### config.mk
export PLATFORM = sky130hd
export DESIGN_NAME = hysteresis_thermostat_fan_control_top
export DESIGN_NICKNAME = d
export VERILOG_FILES = /design/src/hdl/htfc_pkg.sv /design/src/hdl/hysteresis_thermostat_fan_control_top.sv
export SDC_FILE = /design/constraint.sdc
export NUM_CORES = 1
export LEC_CHECK = 0
export BUFFER_PORTS_ARGS = -buffer_cell sky130_fd_sc_hd__buf_2
export CORE_MARGIN = 1
export CORE_UTILIZATION = 55
export DETAILED_ROUTE_END_ITERATION = 7
export HOLD_SLACK_MARGIN = 0.02
export PLACE_DENSITY = 0.86
export SYNTH_ARGS = -nofsm -noshare
export SYNTH_HDL_FRONTEND = slang
export SYNTH_SLANG_ARGS = --single-unit
### constraint.sdc
create_clock -name clk -period 4.7 [get_ports clk]
set_input_delay 0.235 -clock clk [delete_from_list [all_inputs] [get_ports clk]]
set_output_delay 0.235 -clock clk [all_outputs]
set_load 0.03 [all_outputs]
### src/hdl/htfc_pkg.sv
// ----------------------------------------------------------------------------
// htfc_pkg
// Shared types and constants for the hysteresis thermostat fan controller.
// ----------------------------------------------------------------------------
package htfc_pkg;

  localparam int TEMP_W   = 9;
  localparam int SET_W    = 8;
  localparam int LEVEL_W  = 8;
  localparam int PROD_W   = 16;
  localparam int CNT_W    = 4;
  localparam int ADDR_W   = 5;
  localparam int DATA_W   = 32;

  localparam logic [LEVEL_W-1:0] HYST_RST     = 8'd2;
  localparam logic [LEVEL_W-1:0] BIG_DIFF_RST = 8'd10;
  localparam logic [LEVEL_W-1:0] FAN_OFF_RST  = 8'd0;
  localparam logic [LEVEL_W-1:0] FAN_MID_RST  = 8'd128;
  localparam logic [LEVEL_W-1:0] FAN_ON_RST   = 8'd255;

  typedef enum logic [2:0] {
    REG_HYSTERESIS = 3'd0,
    REG_BIG_DIFF   = 3'd1,
    REG_FAN_OFF    = 3'd2,
    REG_FAN_MID    = 3'd3,
    REG_FAN_ON     = 3'd4
  } reg_idx_t;

  typedef enum logic [2:0] {
    S_IDLE = 3'd0,
    S_EVAL = 3'd1,
    S_MUL  = 3'd2,
    S_DIV  = 3'd3,
    S_DONE = 3'd4
  } state_t;

endpackage

### src/hdl/hysteresis_thermostat_fan_control_top.sv
// ----------------------------------------------------------------------------
// hysteresis_thermostat_fan_control_top
// Bang-bang thermostat with hysteresis and a linear cooling fan ramp.
// ----------------------------------------------------------------------------
// One transfer in gives one transfer out. An item is decided in the cycle after
// it is taken; when the fan ramp applies, an 8x8 multiply and a restoring
// shift-subtract divider follow before the result is ready. The input
// is ready again once the result sits in the output register, which may wait
// for the sink while the next item is taken. Registers are written over APB
// at byte address 4*i; the user must write them only while the block is
// idle, as the block itself does not enforce it.
// ----------------------------------------------------------------------------
module hysteresis_thermostat_fan_control_top
  import htfc_pkg::*;
(
  input  logic              clk,
  input  logic              rst_n,
  input  logic              in_tvalid,
  output logic              in_tready,
  input  logic [23:0]       in_tdata,   // inside_temp[8:0], target_temp[16:9]
  input  logic [0:0]        in_tuser,   // restart
  output logic              out_tvalid,
  input  logic              out_tready,
  output logic [15:0]       out_tdata,  // heater_on[0], fan_duty[8:1], heating_now[9]
  input  logic              cfg_psel,
  input  logic              cfg_penable,
  input  logic              cfg_pwrite,
  input  logic [ADDR_W-1:0] cfg_paddr,
  input  logic [DATA_W-1:0] cfg_pwdata,
  output logic [DATA_W-1:0] cfg_prdata,
  output logic              cfg_pready
);

  state_t state_r, state_nxt;

  logic [LEVEL_W-1:0] hyst_r, big_diff_r, fan_off_r, fan_mid_r, fan_on_r;

  logic signed [TEMP_W-1:0] temp_r;
  logic [SET_W-1:0]         set_r;
  logic                     restart_r;

  logic               heating_mode_r, latched_r, heater_r;
  logic [LEVEL_W-1:0] fan_r;

  logic [LEVEL_W-1:0] delta_r, mag_r, rem_r;
  logic               neg_r;
  logic [PROD_W-1:0]  quo_r;
  logic [CNT_W-1:0]   cnt_r;

  logic               out_valid_r;
  logic               out_heater_r, out_heating_r;
  logic [LEVEL_W-1:0] out_fan_r;

  // APB
  logic     cfg_wr;
  reg_idx_t cfg_idx;

  assign cfg_pready = 1'b1;
  assign cfg_wr     = cfg_psel & cfg_penable & cfg_pwrite;
  assign cfg_idx    = reg_idx_t'(cfg_paddr[4:2]);

  always_ff @(posedge clk) begin
    if (!rst_n) begin
      hyst_r     <= HYST_RST;
      big_diff_r <= BIG_DIFF_RST;
      fan_off_r  <= FAN_OFF_RST;
      fan_mid_r  <= FAN_MID_RST;
      fan_on_r   <= FAN_ON_RST;
    end else if (cfg_wr) begin
      case (cfg_idx)
        REG_HYSTERESIS: hyst_r     <= cfg_pwdata[LEVEL_W-1:0];
        REG_BIG_DIFF:   big_diff_r <= cfg_pwdata[LEVEL_W-1:0];
        REG_FAN_OFF:    fan_off_r  <= cfg_pwdata[LEVEL_W-1:0];
        REG_FAN_MID:    fan_mid_r  <= cfg_pwdata[LEVEL_W-1:0];
        REG_FAN_ON:     fan_on_r   <= cfg_pwdata[LEVEL_W-1:0];
        default: ;
      endcase
    end
  end

  always_comb begin
    case (cfg_idx)
      REG_HYSTERESIS: cfg_prdata = {{(DATA_W-LEVEL_W){1'b0}}, hyst_r};
      REG_BIG_DIFF:   cfg_prdata = {{(DATA_W-LEVEL_W){1'b0}}, big_diff_r};
      REG_FAN_OFF:    cfg_prdata = {{(DATA_W-LEVEL_W){1'b0}}, fan_off_r};
      REG_FAN_MID:    cfg_prdata = {{(DATA_W-LEVEL_W){1'b0}}, fan_mid_r};
      REG_FAN_ON:     cfg_prdata = {{(DATA_W-LEVEL_W){1'b0}}, fan_on_r};
      default:        cfg_prdata = '0;
    endcase
  end

  // Decision logic, 11-bit signed compares
  logic signed [10:0] t_x, s_x, h_x, b_x, dts;
  logic               t_gt_s, t_lo_h, t_hi_b, t_gt_sh, t_lo_b;
  logic               mode_eff, latch_eff;
  logic               mode_new, latch_new, heater_new, ramp_new;
  logic [LEVEL_W-1:0] fan_new;
  logic signed [8:0]  lvl_diff;
  logic               in_xfer, out_load, div_last;
  logic [8:0]         rem_sh;
  logic               rem_ge;

  assign t_x     = {{2{temp_r[TEMP_W-1]}}, temp_r};
  assign s_x     = {3'b000, set_r};
  assign h_x     = {3'b000, hyst_r};
  assign b_x     = {3'b000, big_diff_r};
  assign dts     = t_x - s_x;
  assign t_gt_s  = t_x > s_x;
  assign t_lo_h  = (t_x + h_x) < s_x;
  assign t_hi_b  = (t_x - b_x) > s_x;
  assign t_gt_sh = t_x > (s_x + h_x);
  assign t_lo_b  = (t_x + b_x) < s_x;

  assign mode_eff  = restart_r ? ~t_gt_s : heating_mode_r;
  assign latch_eff = restart_r ? 1'b0 : latched_r;
  assign lvl_diff  = $signed({1'b0, fan_on_r}) - $signed({1'b0, fan_off_r});

  always_comb begin
    mode_new   = mode_eff;
    latch_new  = latch_eff;
    heater_new = heater_r;
    fan_new    = fan_r;
    ramp_new   = 1'b0;
    if (mode_eff) begin
      if (t_lo_h) begin
        heater_new = 1'b1;
        fan_new    = fan_off_r;
      end else if (t_hi_b) begin
        mode_new   = 1'b0;
        heater_new = 1'b0;
        fan_new    = fan_mid_r;
      end else if (t_gt_s) begin
        heater_new = 1'b0;
        fan_new    = fan_off_r;
      end
    end else begin
      if (t_gt_s) begin
        heater_new = 1'b0;
        latch_new  = latch_eff | t_gt_sh;
        if (latch_eff | t_gt_sh) begin
          if (t_hi_b) fan_new = fan_on_r;
          else        ramp_new = 1'b1;
        end else begin
          fan_new = fan_off_r;
        end
      end else if (t_lo_b) begin
        mode_new   = 1'b1;
        latch_new  = 1'b0;
        heater_new = 1'b1;
        fan_new    = fan_off_r;
      end else begin
        latch_new  = 1'b0;
        heater_new = 1'b0;
        fan_new    = fan_off_r;
      end
    end
  end

  assign in_tready = (state_r == S_IDLE);
  assign in_xfer   = in_tvalid & in_tready;
  assign out_load  = (state_r == S_DONE) & (~out_valid_r | out_tready);
  assign div_last  = (cnt_r == {CNT_W{1'b1}});
  assign rem_sh    = {rem_r, quo_r[PROD_W-1]};
  assign rem_ge    = rem_sh >= {1'b0, big_diff_r};

  always_ff @(posedge clk) begin
    if (!rst_n) state_r <= S_IDLE;
    else        state_r <= state_nxt;
  end

  always_comb begin
    state_nxt = state_r;
    case (state_r)
      S_IDLE: if (in_xfer) state_nxt = S_EVAL;
      S_EVAL: state_nxt = ramp_new ? S_MUL : S_DONE;
      S_MUL:  state_nxt = S_DIV;
      S_DIV:  if (div_last) state_nxt = S_DONE;
      S_DONE: if (out_load) state_nxt = S_IDLE;
      default: state_nxt = S_IDLE;
    endcase
  end

  // Control state
  always_ff @(posedge clk) begin
    if (!rst_n) begin
      heating_mode_r <= 1'b0;
      latched_r      <= 1'b0;
      heater_r       <= 1'b0;
      fan_r          <= '0;
      cnt_r          <= '0;
      out_valid_r    <= 1'b0;
    end else begin
      case (state_r)
        S_EVAL: begin
          heating_mode_r <= mode_new;
          latched_r      <= latch_new;
          heater_r       <= heater_new;
          if (!ramp_new) fan_r <= fan_new;
          cnt_r          <= '0;
        end
        S_DIV: begin
          cnt_r <= cnt_r + 1'b1;
          if (div_last) begin
            if (neg_r) fan_r <= fan_off_r - {quo_r[LEVEL_W-2:0], rem_ge};
            else       fan_r <= fan_off_r + {quo_r[LEVEL_W-2:0], rem_ge};
          end
        end
        default: ;
      endcase
      if (out_load)                      out_valid_r <= 1'b1;
      else if (out_valid_r & out_tready) out_valid_r <= 1'b0;
    end
  end

  // Datapath
  always_ff @(posedge clk) begin
    if (in_xfer) begin
      temp_r    <= in_tdata[8:0];
      set_r     <= in_tdata[16:9];
      restart_r <= in_tuser[0];
    end
    case (state_r)
      S_EVAL: begin
        delta_r <= dts[LEVEL_W-1:0];
        neg_r   <= lvl_diff[8];
        mag_r   <= lvl_diff[8] ? LEVEL_W'(-lvl_diff) : lvl_diff[LEVEL_W-1:0];
      end
      S_MUL: begin
        quo_r <= delta_r * mag_r;
        rem_r <= '0;
      end
      S_DIV: begin
        quo_r <= {quo_r[PROD_W-2:0], rem_ge};
        rem_r <= rem_ge ? LEVEL_W'(rem_sh - {1'b0, big_diff_r}) : rem_sh[LEVEL_W-1:0];
      end
      default: ;
    endcase
    if (out_load) begin
      out_heater_r  <= heater_r;
      out_fan_r     <= fan_r;
      out_heating_r <= heating_mode_r;
    end
  end

  assign out_tvalid = out_valid_r;
  assign out_tdata  = {6'b0, out_heating_r, out_fan_r, out_heater_r};

  a_accept_eval: assert property (@(posedge clk) disable iff (!rst_n)
    in_xfer |=> state_r == S_EVAL) else $error("accepted item not evaluated");

  a_div_end: assert property (@(posedge clk) disable iff (!rst_n)
    (state_r == S_DIV) && div_last |=> state_r == S_DONE)
    else $error("divider did not finish");

  a_out_src: assert property (@(posedge clk) disable iff (!rst_n)
    $rose(out_tvalid) |-> $past(state_r == S_DONE))
    else $error("result without completed item");

  a_heater_mode: assert property (@(posedge clk) disable iff (!rst_n)
    heater_r |-> heating_mode_r) else $error("heater on in cooling mode");

endmodule
==> metrics.txt, run 1 <==
IO buf count=55; Power Dens Cells=362 mW/mm^2; Slew Viols, Final=0; Synth Register Bits=128; GP Congestion=0.935; ant diodes=0; number of flops mapped to enable cells by yosys=69; Slew HR=0.341; fillers=1,541; Worst Skew=0.0174 ns; clk sinks=128; DRT iter0 DRCs=752; max frequency=0.217 GHz; Crit-path slowest cell=fa_1; worst vdd ir=281 uV; crit path DAT=4.91 ns; number of CTS-inserted buffers=17; largest net degree at the start of global routing=39; most used cell, CP=inv_1; Ports=120; chip width=145 um; largest area contributor in the netlist=edfxtp_1; num rows=51; Routed Antenna Nets=0; utilization after layout=0.635; Slew @ Worst Pin=0.988 ns; Final Critical Period=4.62 ns; Storage cell area=0.00325 mm^2; Synth Instances=1,221; clk slew on worst S/H paths=0.07 ns; total power=4.53 mW; vias per cell=5.90; H-tree depth=4; most frequent cells in the layout=ha_1 (132), inv_1 (116), nor2_1 (114), a21oi_1 (80), nand2_1 (79); routed wire length=27,700 um; vias in the first global route=9,113; Seq/Total Area, Yosys=0.290; Leak=5.43 nW; initial antenna violation count=0; Residual DRC=0; Core Area=0.0197 mm^2; die area=0.0210 mm^2; Synth Flop Type=edfxtp_1; Yosys warnings=0; Initial DRT Pass Iterations=5; Setup WS post-layout=0.0827 ns; hold path depth=4; root buf cell=clkbuf_16; Critical Path RT=4.99 ns; mux cell area share after synthesis=0.0467; Final nets=1,547; largest family of logic cells by synthesized area=adder cells; CTS tree=built; initial core utilization=0.569; global route overflow=0; CP Capture Type=flop; Hold Path Class=input port to flop; die height=145 um; global-route wire length before repair=44,700 um; setup TNS=0 ns; simple-gate share of the synthesized area=0.153; commonest non-fill, non-tap cell in the layout=ha_1; synth-to-layout area growth=11.6%; Via Count=9,317; RSZ-0062 raised after global routing=true; layout cells sized above 1=0.112; crit share post-route=0.982; status=complete, no violations; worst-skew pair later-pin latency=0.44 ns; path depth of the worst reg2reg path=17; DR WL/cell=17.6 um; dpl hpwl=20,600 um; Yosys cell types=74; area of the multi-input gates=0.00724 mm^2; average size of a mapped cell=9.19 um^2; synth top area cells=edfxtp_1 (18%), ha_1 (15%), dfxtp_1 (11%); Yosys top cell area share=0.185; Compound-Gate Fraction of Synth Area=0.159; Bufs on Longest Clock Path=2; CP max stage delay=0.56 ns; CP Class=flop to flop; Placement Setup Slack=-0.0419 ns; GRT Overall Usage=0.276; final hold violations=0; CP Max Fanout=4; Max-Cap Viols=0; Async S/R FF share, synth=0; adder-cell share of the synthesized area=0.226; Setup violations, final=0; crit path cell chain=and2_1, fa_1, inv_1, fa_1, inv_1, fa_1, inv_1, fa_1, inv_1, ha_1, inv_1, a21oi_2, o211ai_1, a21oi_2, nor3_1, or4_1, nand3_1; Worst Hold Slack=0.130 ns; post-synthesis xor/xnor area fraction=0.0484; Critical Path Start Type=flop; synthesized area=0.0112 mm^2
-- cells in the mapped netlist, drive strengths merged (4+ instances only) --
library cell    n
edfxtp         69
ha            132
nand4           9
mux2i          49
and2           50
nand2b         18
nor2b          16
dfxtp          59
a22oi          12
o21a           15
o31ai           7
or3             7
o22ai          10
xor2           24
a21oi          85
o21bai         12
fa             44
o31a            5
inv           116
o21ai          45
a21o           11
xnor2          38
a31oi          10
a311oi          6
buf            44
clkinv          4
o211ai          9
nand2          79
a211oi          7
nand3          17
and3            7
clkbuf         24
nor3           16
nor2          115
-- logic make-up (layout without fill, tap and decap cells) --
| family | Yosys count | count (layout) |
|---|---|---|
| DFF | 128 | 128 |
| muxes | 52 | 52 |
| and+or+nand+nor | 351 | 351 |
| adders and majority gates | 176 | 176 |
| AOI/OAI and AO/OA | 262 | 262 |
| buffers and inverters | 188 | 253 |
| other | 2 | 31 |
| xor gates and xnor gates | 62 | 62 |
-- flip-flops by register name (all words and copies together) (netlist names), 3 cells and up --
signal	count
big_diff_r	8
temp_r	9
mag_r	8
rem_r	8
out_fan_r	8
quo_r	16
cnt_r	4
fan_mid_r	8
delta_r	8
fan_on_r	8
set_r	8
state_r	3
fan_r	8
fan_off_r	8
hyst_r	8
-- metrics by stage --
stage,cell area [um^2],std cells
after floorplan,11300,1250
after global placement,11700,1521
after detailed placement,11700,1521
after CTS,12500,1576
after global routing,12500,1580
final,12500,1580
-- worst max-delay path, delay by kind of cell (launching register included) --
kind	cells	cell delay [ns]
fa+ha+maj	5	2.37
flops	1	0.44
buf+inv	5	0.30
compound gates	3	0.46
simple gates	4	0.91
-- report_power, final --
part	switching (mW)	internal (mW)	total, mW
logic	1.07	0.822	1.89
clock network	0.589	0.700	1.29
registers	0.0419	1.31	1.35
-- metal layers --
| layer | track usage | vias to the layer above | routed length (um) | part of all wire |
|---|---|---|---|---|
| met5 | 0 | - | 0 | 0 |
| met4 | 0.115 | 0 | 985 | 0.036 |
| met3 | 0.0451 | 86 | 1680 | 0.060 |
| met2 | 0.485 | 379 | 13700 | 0.50 |
| met1 | 0.334 | 4480 | 11300 | 0.41 |
| li1 | - | 4372 | - | - |
-- final timing paths --
kind	startpoint	end	slack (ns)
setup / recovery	mag_r[4]	quo_r[15]	0.08
hold / removal	out_tready	out_tvalid	0.13
setup reg to reg	mag_r[4]	quo_r[15]	0.08
hold reg to reg	fan_r[0]	out_fan_r[0]	0.44
-- what timing repair did --
action                                  CTS  global route
pin swaps                                 0             2
hold buffers                             18             0
hold endpoints to repair                 18             0
setup buffers                             5             4
endpoints found under the setup margin    1            12
resized for setup                         0             6
-- area by class of cell --
type	count	area share
Tap cell	265	0.0265
Sequential cell	128	0.260
Multi-Input combinational cell	934	0.578
Inverter	120	0.0360
Timing Repair Buffer	101	0.0542
Clock inverter	15	0.0111
Clock buffer	17	0.0340
Power figures use the tool's default switching activity.
==> run 2: changes to the inputs <==
--- a/config.mk
+++ b/config.mk
@@ -10,6 +10,6 @@
 export CORE_UTILIZATION = 55
 export DETAILED_ROUTE_END_ITERATION = 7
-export HOLD_SLACK_MARGIN = 0.02
 export PLACE_DENSITY = 0.86
+export SKIP_CTS_REPAIR_TIMING = 1
 export SYNTH_ARGS = -nofsm -noshare
 export SYNTH_HDL_FRONTEND = slang
==> constraint.sdc (replaced) <==
create_clock -name clk -period 4.7 [get_ports clk]
set_input_delay 0.705 -clock clk [delete_from_list [all_inputs] [get_ports clk]]
set_output_delay 0.705 -clock clk [all_outputs]
set_load 0.03 [all_outputs]
==> run 2 against run 1 <==
- setup slack worse by 0.040 ns
- hold slack better by 0.31 ns
- die area unchanged
- routed wire length down 2.9%
- critical path depth down 1
- combinational power up 5%
- cell count down 1.1%
- first-iteration DRC count down 2.7%
- clock skew down 0.0022 ns
- cell area down 1.3%
- maximum frequency down 0.86%
- flip-flop and latch count unchanged
==> metrics.txt, run 2 (synthesis results as in run 1) <==
Largest Register=quo_r; layout cells sized above 1=0.121 (+0.00917); Largest regs=quo_r: 16 flops, temp_r: 9 flops; crit path DAT=4.96 ns (+0.05 ns); vias per cell=5.82 (-1.4%); total power=4.63 mW (+2.1%); fillers=1,530 (-0.71%); DRT iter0 DRCs=732 (-2.7%); clk sinks=128 (unchanged); Critical Path Start Type=flop; met2 usage=0.439 (-0.0458); FF-to-FF End=quo_r[15]; DP Cell Count=1,522 (+0.066%); Final Non-Filler Cells=1,563 (-1.1%); Power Dens Cells=375 mW/mm^2 (+3.5%); max FFs per register=16 (unchanged); Hold Path Class=input port to flop; global-route wire length before repair=42,100 um (-5.8%); H-tree depth=4 (unchanged); clk slew on worst S/H paths=0.07 ns (about the same); Residual DRC=0 (unchanged); die height=145 um (unchanged); ant diodes=0 (unchanged); GR Util met3=0.0434 (-0.00165); final hold violations=0 (unchanged); worst-skew pair later-pin latency=0.44 ns (about the same); GP Congestion=0.924 (-1.2%); Setup violations, final=0 (unchanged); IO buf count=55 (unchanged); Slew Viols, Final=0 (unchanged); number of CTS-inserted buffers=17 (unchanged); Ports=120 (unchanged); chip width=145 um (unchanged); post-route cell area=0.0124 mm^2 (-1.3%); CP Class=flop to flop; Routed Antenna Nets=0 (unchanged); Worst Hold Slack=0.437 ns (+0.306 ns); register-to-register setup slack=0.04 ns (-0.04 ns); Max-Cap Viols=0 (unchanged); commonest non-fill, non-tap cell in the layout=ha_1; most frequent cells in the layout=ha_1 (130), inv_1 (115), nor2_1 (114), nand2_1 (79), a21oi_1 (79); setup TNS=0 ns (unchanged); die area=0.0210 mm^2 (unchanged); Final Critical Period=4.66 ns (+0.0401 ns); synth-to-layout area growth=10.2%; Slew HR=0.392 (+0.0505); DR WL/cell=17.2 um (-1.8%); Initial DRT Pass Iterations=7 (+2); placed cell area=0.0117 mm^2 (about the same); Core Area=0.0197 mm^2 (unchanged); status=complete, no violations; CTS tree=built; Critical Path RT=5.00 ns (about the same); worst vdd ir=340 uV (+21%); root buf cell=clkbuf_16; Leak=5.36 nW (-1.3%); vias in the first global route=8,754 (-3.9%); routed wire length=26,900 um (-2.9%); CP Capture Type=flop; GRT busiest layer=met2; Worst Skew=0.0151 ns (-0.00224 ns); crit path to=quo_r[15]; GRT Overall Usage=0.261 (-0.0148); max frequency=0.215 GHz (-0.86%); RR Startpoint=mag_r[3]; crit share post-route=0.991 (+0.00854); Via Count=9,089 (-2.4%); largest net degree at the start of global routing=39 (unchanged); path depth of the worst reg2reg path=16 (-1); CP Max Fanout=5 (+1); met1 Use GR=0.324 (-0.00962); Slew @ Worst Pin=0.909 ns (-0.0791 ns); Final nets=1,530 (-1.1%); global route overflow=0 (unchanged); num rows=51 (unchanged); initial core utilization=0.569 (unchanged); CP Launch Point=mag_r[3]; dpl hpwl=20,300 um (-1.4%); initial antenna violation count=0 (unchanged); Bufs on Longest Clock Path=2 (unchanged)
==> run 2: cell count changes in the layout (fill, tap and decap cells not counted), sizes merged <==
| cell | change |
|---|---|
| buf | +1 |
| inv | +1 |
| clkinv | -1 |
| dlygate4sd3 | -18 |
==> run 2: worst min path at each step <==
stage                     slack, ns      endpoint         from  depth (start not counted)
after floorplan                0.40  out_heater_r     heater_r                          0
after global placement         0.42  out_fan_r[5]     fan_r[5]                          0
after detailed placement       0.42  out_fan_r[5]     fan_r[5]                          0
after CTS                      0.42     temp_r[2]  in_tdata[2]                          1
after global routing           0.43     temp_r[2]  in_tdata[2]                          1
final                          0.44     temp_r[3]  in_tdata[3]                          1
==> run 2: metal layers <==
layer	vias to the layer above	wire (um)
met4	0	1270
met3	93	1700
met1	4318	11100
li1	4343	-
met5	-	0
met2	335	12900
==> run 2: critical path: stages, from the launching register on <==
cell and delay, ns:
edfxtp_1 0.45, buf_4 0.18, and2_1 0.20, fa_1 0.54, ha_1 0.33, inv_1 0.07, fa_1 0.51, fa_1 0.55
inv_1 0.04, ha_1 0.29, o21ai_1 0.10, a21oi_2 0.20, o211ai_1 0.17, a21oi_2 0.23, nor3_2 0.07, or4_1 0.49
nand3_1 0.09
==> run 2: power by group <==
part	total [mW]	internal (mW)	switching (mW)	leakage, nW
clock network	1.29	0.701	0.590	0.280
logic	1.99	0.852	1.14	3.97
registers	1.35	1.31	0.0404	1.10
==> run 2: final cells by class <==
| cell class | count | area [um^2] | area share |
|---|---|---|---|
| clock buffers | 17 | 425 | 0.0344 |
| clock inverters | 15 | 136 | 0.0110 |
| inverters | 120 | 450 | 0.0364 |
| multi-input cells | 934 | 7270 | 0.588 |
| flip-flops and latches | 128 | 3250 | 0.263 |
| well taps | 265 | 332 | 0.0268 |
| repair buffers | 84 | 493 | 0.0399 |
==> run 2: through the flow <==
step	util	setup WS (ns)
floorplan	-	0.305
global placement	0.592	0.123
detailed placement	0.592	0.0895
CTS	0.621	0.0684
global route	0.627	-0.139
finish	0.627	0.0426
